===== src/hdl/lrc_pkg.sv =====
package lrc_pkg;

    // Field widths.
    localparam int SAMPLE_BITS   = 12;
    localparam int FRACTION_BITS = 12;
    localparam int VALUE_BITS    = 16;
    localparam int PHASE_BITS    = 3;
    localparam int CFG_BITS      = 2;

    // The divider works on the magnitude of (sample - min) scaled up by the fraction bits.
    localparam int DIVIDEND_BITS = SAMPLE_BITS + FRACTION_BITS;
    localparam int DIV_CNT_BITS  = $clog2(DIVIDEND_BITS);

    // Calibration phases, as reported on the phase field.
    localparam logic [PHASE_BITS-1:0] PH_WAIT_REST    = 3'd0;
    localparam logic [PHASE_BITS-1:0] PH_WAIT_FULL    = 3'd1;
    localparam logic [PHASE_BITS-1:0] PH_WAIT_RETURN  = 3'd2;
    localparam logic [PHASE_BITS-1:0] PH_WAIT_FULL2   = 3'd3;
    localparam logic [PHASE_BITS-1:0] PH_WAIT_RETURN2 = 3'd4;
    localparam logic [PHASE_BITS-1:0] PH_DONE         = 3'd5;

    // Reset value of the cycle count register.
    localparam logic [CFG_BITS-1:0] CYCLES_RESET = 2'd1;

    typedef struct packed {
        logic [SAMPLE_BITS-1:0] lever_sample;
        logic                   rest_switch_open;
        logic                   full_switch_open;
    } in_item_t;

    typedef struct packed {
        logic [PHASE_BITS-1:0]        phase;
        logic signed [VALUE_BITS-1:0] lever_value;
        logic                         range_zero;
        logic [SAMPLE_BITS-1:0]       low_reading;
        logic [SAMPLE_BITS-1:0]       high_reading;
    } out_item_t;

    // Handshake between the sequencer and the divider.
    typedef struct packed {
        logic done;
    } div_status_t;

endpackage


===== src/hdl/lrc_div.sv =====
module lrc_div (
    input  logic                                 aclk,
    input  logic                                 aresetn,
    input  logic                                 start,
    input  logic [lrc_pkg::DIVIDEND_BITS-1:0]    dividend,
    input  logic [lrc_pkg::SAMPLE_BITS-1:0]      divisor,
    output logic [lrc_pkg::DIVIDEND_BITS-1:0]    quotient,
    output lrc_pkg::div_status_t                 status
);

    logic [lrc_pkg::SAMPLE_BITS-1:0]   rem_reg;
    logic [lrc_pkg::SAMPLE_BITS-1:0]   rem_next;
    logic [lrc_pkg::DIVIDEND_BITS-1:0] quo_reg;
    logic [lrc_pkg::DIVIDEND_BITS-1:0] quo_next;
    logic [lrc_pkg::SAMPLE_BITS-1:0]   den_reg;
    logic [lrc_pkg::DIV_CNT_BITS-1:0]  cnt_reg;
    logic                              busy_reg;
    logic                              done_reg;
    logic [lrc_pkg::SAMPLE_BITS:0]     shifted;
    logic [lrc_pkg::SAMPLE_BITS:0]     trial;

    // One restoring step: shift in the next dividend bit and try to subtract the divisor.
    always_comb begin
        shifted = {rem_reg, quo_reg[lrc_pkg::DIVIDEND_BITS-1]};
        trial   = shifted - {1'b0, den_reg};
        if (!trial[lrc_pkg::SAMPLE_BITS]) begin
            rem_next = trial[lrc_pkg::SAMPLE_BITS-1:0];
            quo_next = {quo_reg[lrc_pkg::DIVIDEND_BITS-2:0], 1'b1};
        end else begin
            rem_next = shifted[lrc_pkg::SAMPLE_BITS-1:0];
            quo_next = {quo_reg[lrc_pkg::DIVIDEND_BITS-2:0], 1'b0};
        end
    end

    // Control: one quotient bit per cycle, a done pulse after the last one.
    always_ff @(posedge aclk) begin
        if (!aresetn) begin
            busy_reg <= 1'b0;
            done_reg <= 1'b0;
            cnt_reg  <= '0;
        end else begin
            done_reg <= 1'b0;
            if (start) begin
                busy_reg <= 1'b1;
                cnt_reg  <= '0;
            end else if (busy_reg) begin
                cnt_reg <= cnt_reg + 1'b1;
                if (cnt_reg == lrc_pkg::DIV_CNT_BITS'(lrc_pkg::DIVIDEND_BITS - 1)) begin
                    busy_reg <= 1'b0;
                    done_reg <= 1'b1;
                end
            end
        end
    end

    // Datapath registers.
    always_ff @(posedge aclk) begin
        if (start) begin
            rem_reg <= '0;
            quo_reg <= dividend;
            den_reg <= divisor;
        end else if (busy_reg) begin
            rem_reg <= rem_next;
            quo_reg <= quo_next;
        end
    end

    assign quotient    = quo_reg;
    assign status.done = done_reg;

endmodule


===== src/hdl/lever_range_calibrator.sv =====
// Lever range calibrator.
// Items arrive on the s_ channel (valid/ready) and each gives exactly one
// result item on the m_ channel (valid/ready). The block tracks the minimum
// and maximum lever sample while it walks through the rest/full/rest phases,
// and once calibrated it reports the normalised position in Q3.12.
// cfg_wr_en/cfg_wr_data set the number of lever cycles needed (1 or 2); the
// user must write it only while the block is idle, which the block does not enforce.
// An item is taken only in the idle state. An item that leaves the block
// uncalibrated, or finds a zero range, goes from the prepare state straight
// to the emit state. A calibrated item first goes through a restoring divider
// that yields one quotient bit per cycle over 24 bits, then to the emit state.
// A finished result sits in the output register while the receiver stalls;
// the next item then waits in the emit state and no further item is taken.
// Reset clears the phase to waiting for rest, clears the tracked minimum and
// maximum, sets the cycle count to one and leaves the output empty.
module lever_range_calibrator (
    input  logic                           aclk,
    input  logic                           aresetn,
    input  logic                           cfg_wr_en,
    input  logic [lrc_pkg::CFG_BITS-1:0]   cfg_wr_data,
    input  logic                           s_valid,
    output logic                           s_ready,
    input  lrc_pkg::in_item_t              s_item,
    output logic                           m_valid,
    input  logic                           m_ready,
    output lrc_pkg::out_item_t             m_item
);

    localparam logic [1:0] ST_IDLE = 2'd0;
    localparam logic [1:0] ST_PREP = 2'd1;
    localparam logic [1:0] ST_DIV  = 2'd2;
    localparam logic [1:0] ST_EMIT = 2'd3;

    localparam int VALUE_MAG = 1 << (lrc_pkg::VALUE_BITS - 1);
    localparam logic [lrc_pkg::VALUE_BITS-1:0] VALUE_MAX = lrc_pkg::VALUE_BITS'(VALUE_MAG - 1);
    localparam logic [lrc_pkg::VALUE_BITS-1:0] VALUE_MIN = lrc_pkg::VALUE_BITS'(VALUE_MAG);

    logic [1:0]                          state_reg;
    logic [1:0]                          state_next;
    logic [lrc_pkg::PHASE_BITS-1:0]      phase_reg;
    logic [lrc_pkg::PHASE_BITS-1:0]      phase_next;
    logic [lrc_pkg::SAMPLE_BITS-1:0]     min_reg;
    logic [lrc_pkg::SAMPLE_BITS-1:0]     min_next;
    logic [lrc_pkg::SAMPLE_BITS-1:0]     max_reg;
    logic [lrc_pkg::SAMPLE_BITS-1:0]     max_next;
    logic [lrc_pkg::CFG_BITS-1:0]        cycles_reg;
    logic [lrc_pkg::SAMPLE_BITS-1:0]     sample_reg;
    logic                                neg_reg;
    logic [lrc_pkg::VALUE_BITS-1:0]      value_reg;
    logic [lrc_pkg::VALUE_BITS-1:0]      value_next;
    logic                                zero_reg;
    logic                                m_valid_reg;
    lrc_pkg::out_item_t                  m_item_reg;

    logic                                accept;
    logic                                at_rest;
    logic                                at_full;
    logic [lrc_pkg::SAMPLE_BITS:0]       diff;
    logic [lrc_pkg::SAMPLE_BITS-1:0]     diff_mag;
    logic [lrc_pkg::SAMPLE_BITS-1:0]     range;
    logic                                div_start;
    logic [lrc_pkg::DIVIDEND_BITS-1:0]   quotient;
    lrc_pkg::div_status_t                div_status;

    assign accept  = s_valid && s_ready;
    assign s_ready = (state_reg == ST_IDLE);
    assign at_rest = !s_item.rest_switch_open;
    assign at_full = !s_item.full_switch_open;

    // Range tracking and the calibration phase machine, applied to the accepted item.
    always_comb begin
        min_next   = min_reg;
        max_next   = max_reg;
        phase_next = phase_reg;
        if (phase_reg != lrc_pkg::PH_DONE) begin
            if (s_item.lever_sample < min_reg) begin
                min_next = s_item.lever_sample;
            end
            if (s_item.lever_sample > max_reg) begin
                max_next = s_item.lever_sample;
            end
            unique case (phase_reg)
                lrc_pkg::PH_WAIT_REST: begin
                    if (at_rest) begin
                        min_next   = s_item.lever_sample;
                        max_next   = s_item.lever_sample;
                        phase_next = lrc_pkg::PH_WAIT_FULL;
                    end
                end
                lrc_pkg::PH_WAIT_FULL: begin
                    if (at_full) begin
                        phase_next = lrc_pkg::PH_WAIT_RETURN;
                    end
                end
                lrc_pkg::PH_WAIT_RETURN: begin
                    if (at_rest) begin
                        phase_next = cycles_reg[1] ? lrc_pkg::PH_WAIT_FULL2
                                                   : lrc_pkg::PH_DONE;
                    end
                end
                lrc_pkg::PH_WAIT_FULL2: begin
                    if (at_full) begin
                        phase_next = lrc_pkg::PH_WAIT_RETURN2;
                    end
                end
                lrc_pkg::PH_WAIT_RETURN2: begin
                    if (at_rest) begin
                        phase_next = lrc_pkg::PH_DONE;
                    end
                end
                default: begin
                    phase_next = lrc_pkg::PH_WAIT_REST;
                end
            endcase
        end
    end

    // Offset of the sample from the minimum, and the calibrated range.
    always_comb begin
        diff     = {1'b0, sample_reg} - {1'b0, min_reg};
        diff_mag = diff[lrc_pkg::SAMPLE_BITS] ? lrc_pkg::SAMPLE_BITS'(-diff)
                                               : diff[lrc_pkg::SAMPLE_BITS-1:0];
        range    = max_reg - min_reg;
    end

    assign div_start = (state_reg == ST_PREP) && (phase_reg == lrc_pkg::PH_DONE)
                       && (range != '0);

    lrc_div u_div (
        .aclk     (aclk),
        .aresetn  (aresetn),
        .start    (div_start),
        .dividend ({diff_mag, {lrc_pkg::FRACTION_BITS{1'b0}}}),
        .divisor  (range),
        .quotient (quotient),
        .status   (div_status)
    );

    // Saturate the quotient magnitude and apply the sign.
    always_comb begin
        if (!neg_reg) begin
            if (quotient > lrc_pkg::DIVIDEND_BITS'(VALUE_MAG - 1)) begin
                value_next = VALUE_MAX;
            end else begin
                value_next = quotient[lrc_pkg::VALUE_BITS-1:0];
            end
        end else begin
            if (quotient > lrc_pkg::DIVIDEND_BITS'(VALUE_MAG)) begin
                value_next = VALUE_MIN;
            end else begin
                value_next = lrc_pkg::VALUE_BITS'(-quotient[lrc_pkg::VALUE_BITS-1:0]);
            end
        end
    end

    // Sequencer.
    always_comb begin
        state_next = state_reg;
        unique case (state_reg)
            ST_IDLE: begin
                if (accept) begin
                    state_next = ST_PREP;
                end
            end
            ST_PREP: begin
                state_next = div_start ? ST_DIV : ST_EMIT;
            end
            ST_DIV: begin
                if (div_status.done) begin
                    state_next = ST_EMIT;
                end
            end
            ST_EMIT: begin
                if (!m_valid_reg || m_ready) begin
                    state_next = ST_IDLE;
                end
            end
            default: begin
                state_next = ST_IDLE;
            end
        endcase
    end

    // Control state.
    always_ff @(posedge aclk) begin
        if (!aresetn) begin
            state_reg   <= ST_IDLE;
            phase_reg   <= lrc_pkg::PH_WAIT_REST;
            min_reg     <= '0;
            max_reg     <= '0;
            cycles_reg  <= lrc_pkg::CYCLES_RESET;
            m_valid_reg <= 1'b0;
        end else begin
            state_reg <= state_next;
            if (cfg_wr_en) begin
                cycles_reg <= cfg_wr_data;
            end
            if (accept) begin
                phase_reg <= phase_next;
                min_reg   <= min_next;
                max_reg   <= max_next;
            end
            if (state_reg == ST_EMIT && (!m_valid_reg || m_ready)) begin
                m_valid_reg <= 1'b1;
            end else if (m_ready) begin
                m_valid_reg <= 1'b0;
            end
        end
    end

    // Item payload and result registers.
    always_ff @(posedge aclk) begin
        if (accept) begin
            sample_reg <= s_item.lever_sample;
        end
        if (state_reg == ST_PREP) begin
            neg_reg   <= diff[lrc_pkg::SAMPLE_BITS];
            value_reg <= '0;
            zero_reg  <= (phase_reg == lrc_pkg::PH_DONE) && (range == '0);
        end
        if (state_reg == ST_DIV && div_status.done) begin
            value_reg <= value_next;
        end
        if (state_reg == ST_EMIT && (!m_valid_reg || m_ready)) begin
            m_item_reg.phase        <= phase_reg;
            m_item_reg.lever_value  <= value_reg;
            m_item_reg.range_zero   <= zero_reg;
            m_item_reg.low_reading  <= min_reg;
            m_item_reg.high_reading <= max_reg;
        end
    end

    assign m_valid = m_valid_reg;
    assign m_item  = m_item_reg;

endmodule


===== config.mk =====
export PLATFORM = sky130hd
export DESIGN_NAME = lever_range_calibrator
export DESIGN_NICKNAME = d
export VERILOG_FILES = /design/src/hdl/lrc_pkg.sv /design/src/hdl/lrc_div.sv /design/src/hdl/lever_range_calibrator.sv
export SDC_FILE = /design/constraint.sdc
export NUM_CORES = 1
export LEC_CHECK = 0
export ABC_AREA = 1
export BUFFER_PORTS_ARGS = -buffer_cell sky130_fd_sc_hd__buf_2
export CAP_MARGIN = 15
export CORE_MARGIN = 5
export CORE_UTILIZATION = 68
export CTS_BUF_LIST = sky130_fd_sc_hd__clkbuf_8
export CTS_CLUSTER_DIAMETER = 100
export DETAILED_ROUTE_END_ITERATION = 12
export PLACE_DENSITY = 0.88
export SYNTH_ARGS = -nofsm -noshare
export SYNTH_HDL_FRONTEND = slang
export SYNTH_SLANG_ARGS = --single-unit

===== constraint.sdc =====
create_clock -name aclk -period 7.4 [get_ports aclk]
set_clock_uncertainty 0.05 [all_clocks]
set_input_delay 0.37 -clock aclk [delete_from_list [all_inputs] [get_ports aclk]]
set_output_delay 0.37 -clock aclk [all_outputs]
set_load 0.005 [all_outputs]

### Word level (Yosys, flattened, before mapping)

Index checks and enable logic that the tools add are counted.

* $add $sub $neg: 6
* multiply operators: 0
* div/mod/pow operators: 0
* $lt $le $gt $ge: 4
* equal/unequal tests: 18
* shifts and indexed selects: 0
* multiplexer cells: 34
* bitwise operators: 2
* reduce and logical (&&, ||, !) cells: 20

Operators with widths (count)
* 12-bit two-way mux: 8
* 16-bit two-way mux: 5
* 24-bit two-way mux: 2
* 24-bit by 15-bit > comparator with 1-bit output (second input constant): 1
* 24-bit by 16-bit > comparator with 1-bit output (second input constant): 1
* 3-bit two-way mux: 6
* 16-bit negator: 1
* 3-bit case mux with 5 select lines: 1
* 12-bit by 12-bit subtractor with 13-bit output: 1
* 13-bit by 12-bit subtractor with 13-bit output: 1
* 12-bit > comparator: 1
* 12-bit logical NOT: 1
* 12-bit < comparator: 1
* 2-bit != test (second input constant): 6
* 12-bit negator: 1
* 12-bit nonzero test: 1
* 12-bit subtractor: 1
* 1-bit two-way mux: 8
* 2-bit case mux with 4 select lines: 1
* 7-bit AND reduction: 1
* 3-bit by 2-bit equality test with 1-bit output (second input constant): 2
* 3-bit equality test (second input constant): 2
* 1-bit logical AND: 6
* 2-bit two-way mux: 3
* 17 further kinds: 22

* flip-flop bits (word level): 161
* bits in latches: 0
* bits in writable memories: 0
* ROM bits: 0
* input bits: 21
* output and inout port bits: 46
* logic and storage cells: 106
* memories: 0

### Longest topological paths before layout

Gate-level depths: netlist (run 1).

* word-level depth: 5
* depth in mapped cells: 18
* gate-level depth less buffers: 18

### Modules after synthesis

Synthesis (run 1) repeated with hierarchy kept, for this count alone.

* cell total of the unflattened synthesis: 1242
* area, all modules: 9638.0 sq um

By module, submodules not included
* lever_range_calibrator: instances 1, cells each 850, area an instance 6630.1 sq um, sequential area each 2842.7 sq um
* lrc_div: instances 1, cells each 392, area an instance 3007.9 sq um, sequential area each 1461.4 sq um

### Least setup slack after synthesis (run 1)

Ideal clock, no wire load.

* kind: reg2reg
* from: register state_reg[0]
* to: register m_item_reg, in the netlist m_item[0] (enable)
* setup time: 0.460 ns
* arrival: 2.712 ns
* required time: 6.890 ns
* slack: 4.178 ns
* stages on the path, launching flop included: 4
* buffers on the path: 0
* period minus slack after synthesis: 3.222 ns
* cell sequence: dfxtp_1 -> ha_1 -> inv_1 -> a21oi_1

* cells in the longest elaborated chain, start to end: 2

Ends and longest elaborated chain
* start, declared: line lever_range_calibrator.sv:38 `logic [1:0] state_reg;`
* start signal, assigned: line lever_range_calibrator.sv:194 `state_reg <= state_next;`
* 2-bit equality test: line lever_range_calibrator.sv:224 `if (state_reg == ST_EMIT && (!m_valid_reg || m_ready)) begin`
* 1-bit logical AND: line lever_range_calibrator.sv:224
* end, declared: line lever_range_calibrator.sv:53 `lrc_pkg::out_item_t m_item_reg;`

Every way passes these cells.
A chain may end at the register's enable or synchronous reset.

### Final worst setup path (run 1)

* from: register min_reg[5] (netlist bit)
* to: register u_div.quo_reg, in the netlist u_div.quotient[18], data pin

* cells in the longest elaborated chain, start to end: 4
* elaborated cells between the ends (all ways): 7
* those cells by class: add/sub: 3; mux: 2; reduce/logical: 2

Ends and longest elaborated chain
* start, declared: line lever_range_calibrator.sv:42 `logic [lrc_pkg::SAMPLE_BITS-1:0] min_reg;`
* start signal, assigned: line lever_range_calibrator.sv:200 `min_reg <= min_next;`
* 12-bit by 12-bit subtractor with 13-bit output / 12-bit subtractor (equally long branches): line lever_range_calibrator.sv:120, lever_range_calibrator.sv:123
* 12-bit negator / 12-bit nonzero test (equally long branches): line lever_range_calibrator.sv:121, lever_range_calibrator.sv:127
* 12-bit two-way mux / 1-bit logical AND (equally long branches): line lever_range_calibrator.sv:121, lever_range_calibrator.sv:127
* 24-bit two-way mux (*): line lrc_div.sv:58 `if (start) begin`
* end signal, assigned: line lrc_div.sv:60 `quo_reg <= dividend;`
* end signal, assigned: line lrc_div.sv:64 `quo_reg <= quo_next;`
* end, declared: line lrc_div.sv:13 `logic [lrc_pkg::DIVIDEND_BITS-1:0] quo_reg;`

Mark *: on every way between the ends. The rest lies on a longest branch, timed or not.

==> parameters.txt, run 1 <==
Parameter                              Value

Status
  Result of the run ... finished, final reports clean

Logic synthesis
  Ys flop type ... sky130_fd_sc_hd__edfxtp_1
  Synth unique cells ... 42
  Count of flip-flops with a built-in enable after synthesis ... 98
  Netlist Area Pre-Place ... 9520 sq um
  Compound-gate portion of the synthesized area ... 11.0%
  Nets in the synthesized netlist ... 1,302
  Yosys warns ... 0
  Adder-cell share of the synthesized area ... 9.17%
  Simple-gate share of the synthesized area ... 24.6%
  Post-synthesis register bit count ... 160
  Synthesized instance count ... between 1,000 and 1,500
  Sequential element share of the synthesized area ... 43.9%
  Average cell area after synthesis ... 7.85 sq um
  Main combinational cell family by area after synthesis ... simple AND/OR/NAND/NOR gates
  Multiplexer share of the synthesized area ... 0%
  Fraction of synthesized cell area in xor and xnor cells ... between 1.5 and 2%
  Fraction of registers with async set/reset ... 0%

Timing
  Hold violation total from the final report ... 0
  RSZ-0062 raised after global routing ... no
  Pins over their slew limit ... 0
  Worst slew margin ... 28.5%
  Post-route clock period utilization ... 43.1%
  Post-layout min period ... 3.19 ns
  Transition time of the tightest slew-check pin ... ~1.1 ns
  Final setup fails ... 0
  Upper clock frequency limit ... roughly 310 MHz
  Total Neg Setup Slack ... 0 ns

Finish
  Max FFs per register ... 44
  Fillers ... 1,001
  Commonest non-fill, non-tap cell in the layout ... sky130_fd_sc_hd__nand2_1
  Share of layout cells above drive strength 1 ... between 9 and 10%
  Syn-to-layout area delta ... 8.75%
  Final Cell Area ... 10,400 sq um
  Count of non-filler cells in the finished layout ... 1,462
  Storage element area ... 4180 sq um
  Combined area of the multi-input logic cells ... 4470 sq um
  Most frequent cells in the layout ... sky130_fd_sc_hd__nand2_1, sky130_fd_sc_hd__inv_1, sky130_fd_sc_hd__nand3_1
  Number of inserted diodes ... 0
  Number of nets in the finished design ... 1,358

GRT
  Maximum number of pins on one net before global-route repair ... 45
  Number of global-route vias before repair ... 7,754
  Overflow left after global routing ... 0
  Overall global routing resource usage ... roughly 27%
  Wire length of the first global-routing pass ... 35,800 microns
  Number of antenna violations at the first check in global routing ... 0

Clock network
  Clock-pin slew on the worst setup and hold paths ... roughly 0.10 ns
  TritonCTS Sinks ... 160
  Maximum level of the CTS H-tree ... 4
  Setup repair bufs after CTS ... 0
  Number of clock buffers inserted by TritonCTS ... 17
  CTS resizes ... 0
  Hold_buf cts ... 0
  Clock latency reported for the late side of the worst-skew pair ... 0.48 ns
  TritonCTS clock tree ... yes
  Max clock buf depth ... 2
  Root Driver ... sky130_fd_sc_hd__clkbuf_8

Drt
  DRC ... 0
  DR WL/cell ... 14.8 microns
  Remaining number of nets flagged by the antenna check after routing ... 0
  First drt pass iteration count ... 6
  Vias after detailed routing ... 8,324
  Iteration-0 DRC count of the detailed router ... 943
  Post-detailed-route via-to-cell ratio ... 5.69
  Post-detailed-routing wire length ... roughly 22,000 microns

Setup path
  Crit path required time ... 7.59 ns
  Crit Path Max Fanout ... 15
  WS Path Type ... flip-flop to flip-flop
  Worst Setup End Kind ... flip-flop
  Critical path arrival ... 3.38 ns
  Slowest CP cell ... sky130_fd_sc_hd__a21oi_1
  R2R setup slack ... 4.21 ns
  Critical path's top delay family ... compound AO/OA/AOI/OAI gates
  Critical path startpoint category ... flip-flop
  Number of buffer and inverter instances along the worst setup path ... 1
  Sequence of cells on the critical path ... inv_1, ha_1, a21oi_1, nor2_1, nor2_1, nand2_1, a21oi_1, o21ai_0, xor2_1, nand2_1, o21ai_2
  Maximum single-stage delay on the critical path ... a little under 0.8 ns

Job
  Maxcap violations ... 0

Power
  Leakage power summed over all cells ... 4.76 nW
  Design Power ... slightly above 3 mW
  Power density over the cells ... 296 nW/um^2
  Peak supply drop ... 0.000192 V

Die
  Core box area ... about 14,000 sq um
  I/O pin count ... 67
  Die height ... 128 microns
  Total Die Area ... 16,500 sq um
  Initial Util ... between 60 and 70%
  Placement row count ... 43
  Die Wd ... 128 microns

Placement
  Placed cell areas ... 9960 sq um
  Half-perimeter wire length of the detailed placement result ... 15,600 microns
  Last weighted congestion value of the routability-driven placer ... 0.920
  Number of placed cells counting well taps ... 1,429
  # port buffers ... 65

Hold path
  Type of the most critical hold path ... primary input to flip-flop
==> cell families after synthesis <==
family | Yosys count
and+or+nand+nor | 546
AOI/OAI and AO/OA | 191
xor gates and xnor gates | 21
buffers and inverters | 227
adders and majority gates | 68
DFF | 160
==> area by class of cell <==
cell class	instances	area share (%)
inverter	194	7.03
tap	180	2.17
clock inverter	15	1.41
sequential	160	40.4
timing repair buffer	70	3.54
multi-input combinational	826	43.2
clock buffer	17	2.26
==> cell usage after synthesis, types with 3 or more instances <==
cell	instances	area share [%]
sky130_fd_sc_hd__xor2_1	16	1.5
sky130_fd_sc_hd__o31ai_1	4	0.32
sky130_fd_sc_hd__nand3_1	105	5.5
sky130_fd_sc_hd__dfxtp_1	62	13
sky130_fd_sc_hd__nand2_1	338	13
sky130_fd_sc_hd__nand3b_1	4	0.32
sky130_fd_sc_hd__fa_1	3	0.63
sky130_fd_sc_hd__xnor2_1	5	0.46
sky130_fd_sc_hd__o21ai_0	71	3.7
sky130_fd_sc_hd__nor2_1	44	1.7
sky130_fd_sc_hd__buf_2	4	0.21
sky130_fd_sc_hd__nor3_1	15	0.79
sky130_fd_sc_hd__buf_4	4	0.32
sky130_fd_sc_hd__a211oi_1	3	0.24
sky130_fd_sc_hd__buf_1	3	0.12
sky130_fd_sc_hd__a21oi_1	88	4.6
sky130_fd_sc_hd__nand4_1	26	1.7
sky130_fd_sc_hd__a31oi_1	5	0.33
sky130_fd_sc_hd__inv_2	4	0.16
sky130_fd_sc_hd__o21ai_2	10	0.92
sky130_fd_sc_hd__clkbuf_1	20	0.79
sky130_fd_sc_hd__o21bai_1	3	0.24
sky130_fd_sc_hd__inv_1	190	7.5
sky130_fd_sc_hd__ha_1	65	8.5
sky130_fd_sc_hd__edfxtp_1	98	31
==> metal layers <==
layer / vias to the layer above / GRT usage, % / wire [microns] / part of all wire, %
met4: 0 / 11.4 / 713 / 3.3
met3: 61 / 4.90 / 1330 / 6.2
met1: 3814 / 32.1 / 8660 / 40
li1: 4113 / - / - / -
met5: - / 0 / 0 / 0
met2: 336 / 48.1 / 10900 / 50
==> metrics by stage <==
step                utilization, %  hold slack, ns  setup WS (ns)
CTS                           74.8          0.0273           4.29
finish                        74.9          0.0502           4.21
global placement              72.1           0.350           4.34
global route                  74.9          0.0278           3.96
detailed placement            72.1           0.355           4.30
floorplan                        -           0.350           4.18
==> final timing paths <==
path,start,end,cells after the start
setup / recovery,min_reg[5],u_div.quotient[18],11
hold / removal,cfg_wr_en,cycles_reg[1],2
setup reg to reg,min_reg[5],u_div.quotient[18],11
hold reg to reg,value_reg[9],m_item[34],0
==> report_power, final <==
group / switching [mW] / internal, mW / total, mW
Combinational: 0.808 / 0.420 / 1.23
Clock: 0.366 / 0.249 / 0.615
Sequential: 0.104 / 1.12 / 1.23
Total: 1.28 / 1.79 / 3.07
Power figures use the tool's default switching activity.
==> inputs of run 2 (changes only) <==
ABC_AREA = 0   (was 1)
CORE_UTILIZATION = 63   (was 68)
PLACE_DENSITY = 0.83   (was 0.88)
clock period = 3 ns   (was 7.4 ns; I/O delays follow)
==> run 2 against run 1 <==
Against the previous run:
- the run now ends with setup timing left
- core utilization grew 5.8 points
- clock power rose to 2.6 times the previous value
- combinational power rose to 3.4 times the previous value
- final area rose by 7.7%
- global-route usage up 0.83 points
- register-to-register slack lost 4.6 ns
- cell count is 14% lower
==> parameters.txt, run 2 <==
Parameter                              Value

Status
  Result of the run ... finished with violations
  Violations in the final reports ... setup timing

Power
  Switching power of the nets ... around 3.3 mW
  Clk pwr share ... 18.7%
  Part of the power in combinational logic ... 48.1%
  Leakage power summed over all cells ... roughly 4.6 nW
  Design Power ... around 8.7 mW
  Cell-internal power ... 5.41 mW
  Peak supply drop ... 0.000753 V
  Part of the total power dissipated in sequential elements ... ~33%
  Power density over the cells ... 780 nW/um^2
  Switching Share ... 37.7%

Setup path
  Crit Path Max Fanout ... 4
  Reg2Reg Capture Point ... u_div.quotient[23]
  Critical path arrival ... ~3.6 ns
  R2R setup slack ... -0.42 ns
  R2R cell count ... 12
  Reg-to-reg startpoint ... min_reg[3]
  Worst Setup End Kind ... flip-flop
  WS Path Type ... flip-flop to flip-flop
  Crit path required time ... between 3 and 4 ns
  Critical path startpoint category ... flip-flop

Clock network
  Max clock buf depth ... 2
  TritonCTS clock tree ... yes
  Root Driver ... sky130_fd_sc_hd__clkbuf_8
  Clock latency reported for the late side of the worst-skew pair ... 0.49 ns
  Number of clock buffers inserted by TritonCTS ... 17
  Maximum level of the CTS H-tree ... 4
  TritonCTS Sinks ... 160
  Clock-pin slew on the worst setup and hold paths ... roughly 0.09 ns

Finish
  Final Cell Area ... ~11,000 sq um
  Number of inserted diodes ... 0
  Fillers ... 703
  Most frequent cells in the layout ... sky130_fd_sc_hd__buf_4, sky130_fd_sc_hd__edfxtp_1, sky130_fd_sc_hd__nand2_1
  Commonest non-fill, non-tap cell in the layout ... sky130_fd_sc_hd__buf_4
  Syn-to-layout area delta ... 26.4%
  Share of layout cells above drive strength 1 ... 28.1%
  Count of non-filler cells in the finished layout ... 1,254
  Core Util, Final ... 80.7%
  Number of nets in the finished design ... 1,150
  Max FFs per register ... 44

GRT
  Maximum number of pins on one net before global-route repair ... 45
  Wire length of the first global-routing pass ... 36,300 microns
  Overall global routing resource usage ... 27.8%
  Overflow left after global routing ... 0
  Number of antenna violations at the first check in global routing ... 0
  Number of global-route vias before repair ... about 7,400

Timing
  Post-layout min period ... 3.42 ns
  RSZ-0062 raised after global routing ... yes
  Worst Setup Slack, final ... -0.422 ns
  Total Neg Setup Slack ... -17.60 ns
  Worst slew margin ... 46.3%
  Pins over their slew limit ... 0
  Upper clock frequency limit ... about 290 MHz
  Hold violation total from the final report ... 0
  Transition time of the tightest slew-check pin ... 0.805 ns
  Final setup fails ... 72
  Post-route clock period utilization ... 114%

Job
  Maxcap violations ... 0

Die
  Die Wd ... 128 microns
  Total Die Area ... 16,500 sq um
  Initial Util ... 63.8%
  I/O pin count ... 67
  Placement row count ... 43
  Die height ... 128 microns
  Core box area ... 13,800 sq um

Logic synthesis
  Count of flip-flops with a built-in enable after synthesis ... 98
  Synthesized instance count ... 869
  Netlist Area Pre-Place ... 8820 sq um
  Area leader, netlist ... sky130_fd_sc_hd__edfxtp_1
  Sequential element share of the synthesized area ... 47.4%
  Post-synthesis register bit count ... 160
  Average cell area after synthesis ... roughly 10 sq um
  Ys flop type ... sky130_fd_sc_hd__edfxtp_1
  Top cell type's share of synthesized area ... 33.4%
  Fraction of registers with async set/reset ... 0%
  Nets in the synthesized netlist ... 958
  Yosys warns ... 0
  Top post-synthesis cells by area ... sky130_fd_sc_hd__edfxtp_1, sky130_fd_sc_hd__dfxtp_1, sky130_fd_sc_hd__ha_1, sky130_fd_sc_hd__mux2i_1, sky130_fd_sc_hd__nand2_1
  Synth unique cells ... 68
  Most frequent cells after synthesis ... sky130_fd_sc_hd__edfxtp_1, sky130_fd_sc_hd__nand2_1, sky130_fd_sc_hd__nor2_1, sky130_fd_sc_hd__ha_1, sky130_fd_sc_hd__inv_1

Drt
  Iteration-0 DRC count of the detailed router ... 1,025
  First drt pass iteration count ... 8
  Met2 wirelength from detailed routing ... between 10,000 and 15,000 microns
  DRC ... 0
  Length of routed met3 wiring ... around 1800 microns
  Vias after detailed routing ... 7,741
  DR WL/cell ... 19.4 microns
  Top routing layer used ... met4
  Post-detailed-route via-to-cell ratio ... just over 6
  Post-detailed-routing wire length ... around 24,000 microns
  Wire length on met1 ... 9090 microns
  Remaining number of nets flagged by the antenna check after routing ... 0

Placement
  Placed cell areas ... 10,100 sq um
  Last weighted congestion value of the routability-driven placer ... 0.944
  Half-perimeter wire length of the detailed placement result ... around 14,000 microns
  Number of placed cells counting well taps ... 1,183
  # port buffers ... 65

Hold path
  Number of cells on the worst hold path ... 4
  Launch instance of the worst min-delay path ... s_valid
  Type of the most critical hold path ... primary input to flip-flop
  Hold Path End ... phase_reg[2]
==> run 2: cell types whose count changed in the layout (fill, tap and decap cells not counted), moves of 17 or more <==
cell / delta
sky130_fd_sc_hd__dlygate4sd3_1: +17
sky130_fd_sc_hd__inv_1: -123
sky130_fd_sc_hd__nand2_1: -244
sky130_fd_sc_hd__o21ai_0: -33
sky130_fd_sc_hd__nand4_1: -19
sky130_fd_sc_hd__mux2i_1: +52
sky130_fd_sc_hd__nand3_1: -96
sky130_fd_sc_hd__a21oi_1: -50
sky130_fd_sc_hd__xnor2_1: +17
sky130_fd_sc_hd__buf_4: +96
==> run 2: layout make-up <==
class	count	area [sq um]	area share, %
multi-input combinational	617	4630	41.5
sequential	160	4190	37.6
timing repair buffer	200	1470	13.2
clock buffer	19	262	2.34
inverter	65	244	2.19
tap	180	225	2.02
clock inverter	13	138	1.23
==> run 2: repair_timing <==
item	in CTS	in global routing
hold endpoints to repair	39	0
setup buffers	18	5
pin swaps	15	24
endpoints found under the setup margin	63	96
gates cloned	0	1
hold buffers	17	0
gates resized for setup	41	55
==> run 2: worst max path at each step <==
stage                          start                  to  slack (ns)  cells after the start
after floorplan           max_reg[0]  u_div.quotient[12]       -0.08                     12
after global placement    max_reg[0]  u_div.quotient[18]       -0.14                     14
after detailed placement  max_reg[0]    u_div.rem_reg[7]       -0.26                     14
after CTS                 min_reg[0]  u_div.quotient[23]       -0.17                     12
after global routing      min_reg[3]  u_div.quotient[23]       -0.42                     12
final                     min_reg[3]  u_div.quotient[23]       -0.42                     12
==> run 2: kinds of logic after synthesis <==
| family | synth area share (%) |
|---|---|
| compound gates | 13.4 |
| xor+xnor | 3.67 |
| fa+ha+maj | 9.90 |
| buf+inv | 4.18 |
| flops | 47.4 |
| mux | 6.28 |
| simple gates | 15.1 |
==> run 2: worst max-delay path, cell delays in order, from the launching register on <==
cell and delay [ns]:
sky130_fd_sc_hd__dfxtp_1 0.36, sky130_fd_sc_hd__inv_1 0.11, sky130_fd_sc_hd__ha_1 0.37, sky130_fd_sc_hd__a21o_1 0.23
sky130_fd_sc_hd__buf_4 0.15, sky130_fd_sc_hd__nor4_1 0.28, sky130_fd_sc_hd__a21oi_1 0.22, sky130_fd_sc_hd__a31oi_2 0.29
sky130_fd_sc_hd__xor2_1 0.30, sky130_fd_sc_hd__a41oi_1 0.15, sky130_fd_sc_hd__mux2_2 0.30, sky130_fd_sc_hd__xor2_1 0.21
sky130_fd_sc_hd__mux2i_1 0.13
==> run 2: metrics by stage <==
step / hold WS, ns / setup slack (ns)
floorplan: 0.199 / -0.0832
global placement: 0.340 / -0.137
detailed placement: 0.338 / -0.262
CTS: 0.0328 / -0.165
global route: 0.118 / -0.424
finish: 0.0369 / -0.422
==> run 2: power groups by stage <==
stage | combinational, mW | clock [mW] | sequential, mW
2_1_floorplan | 2.04 | 0 | 2.90
3_3_place_gp | 3.26 | 0 | 2.91
3_5_place_dp | 3.35 | 0 | 2.93
4_1_cts | 3.71 | 1.61 | 2.89
5_1_grt | 4.39 | 1.74 | 2.92
6_report | 4.18 | 1.62 | 2.89
==> run 2: routing by layer <==
layer,global-route usage (%),vias up
met5,0,-
li1,-,3521
met4,11.9,0
met2,48.7,420
met1,33.2,3672
met3,6.02,128
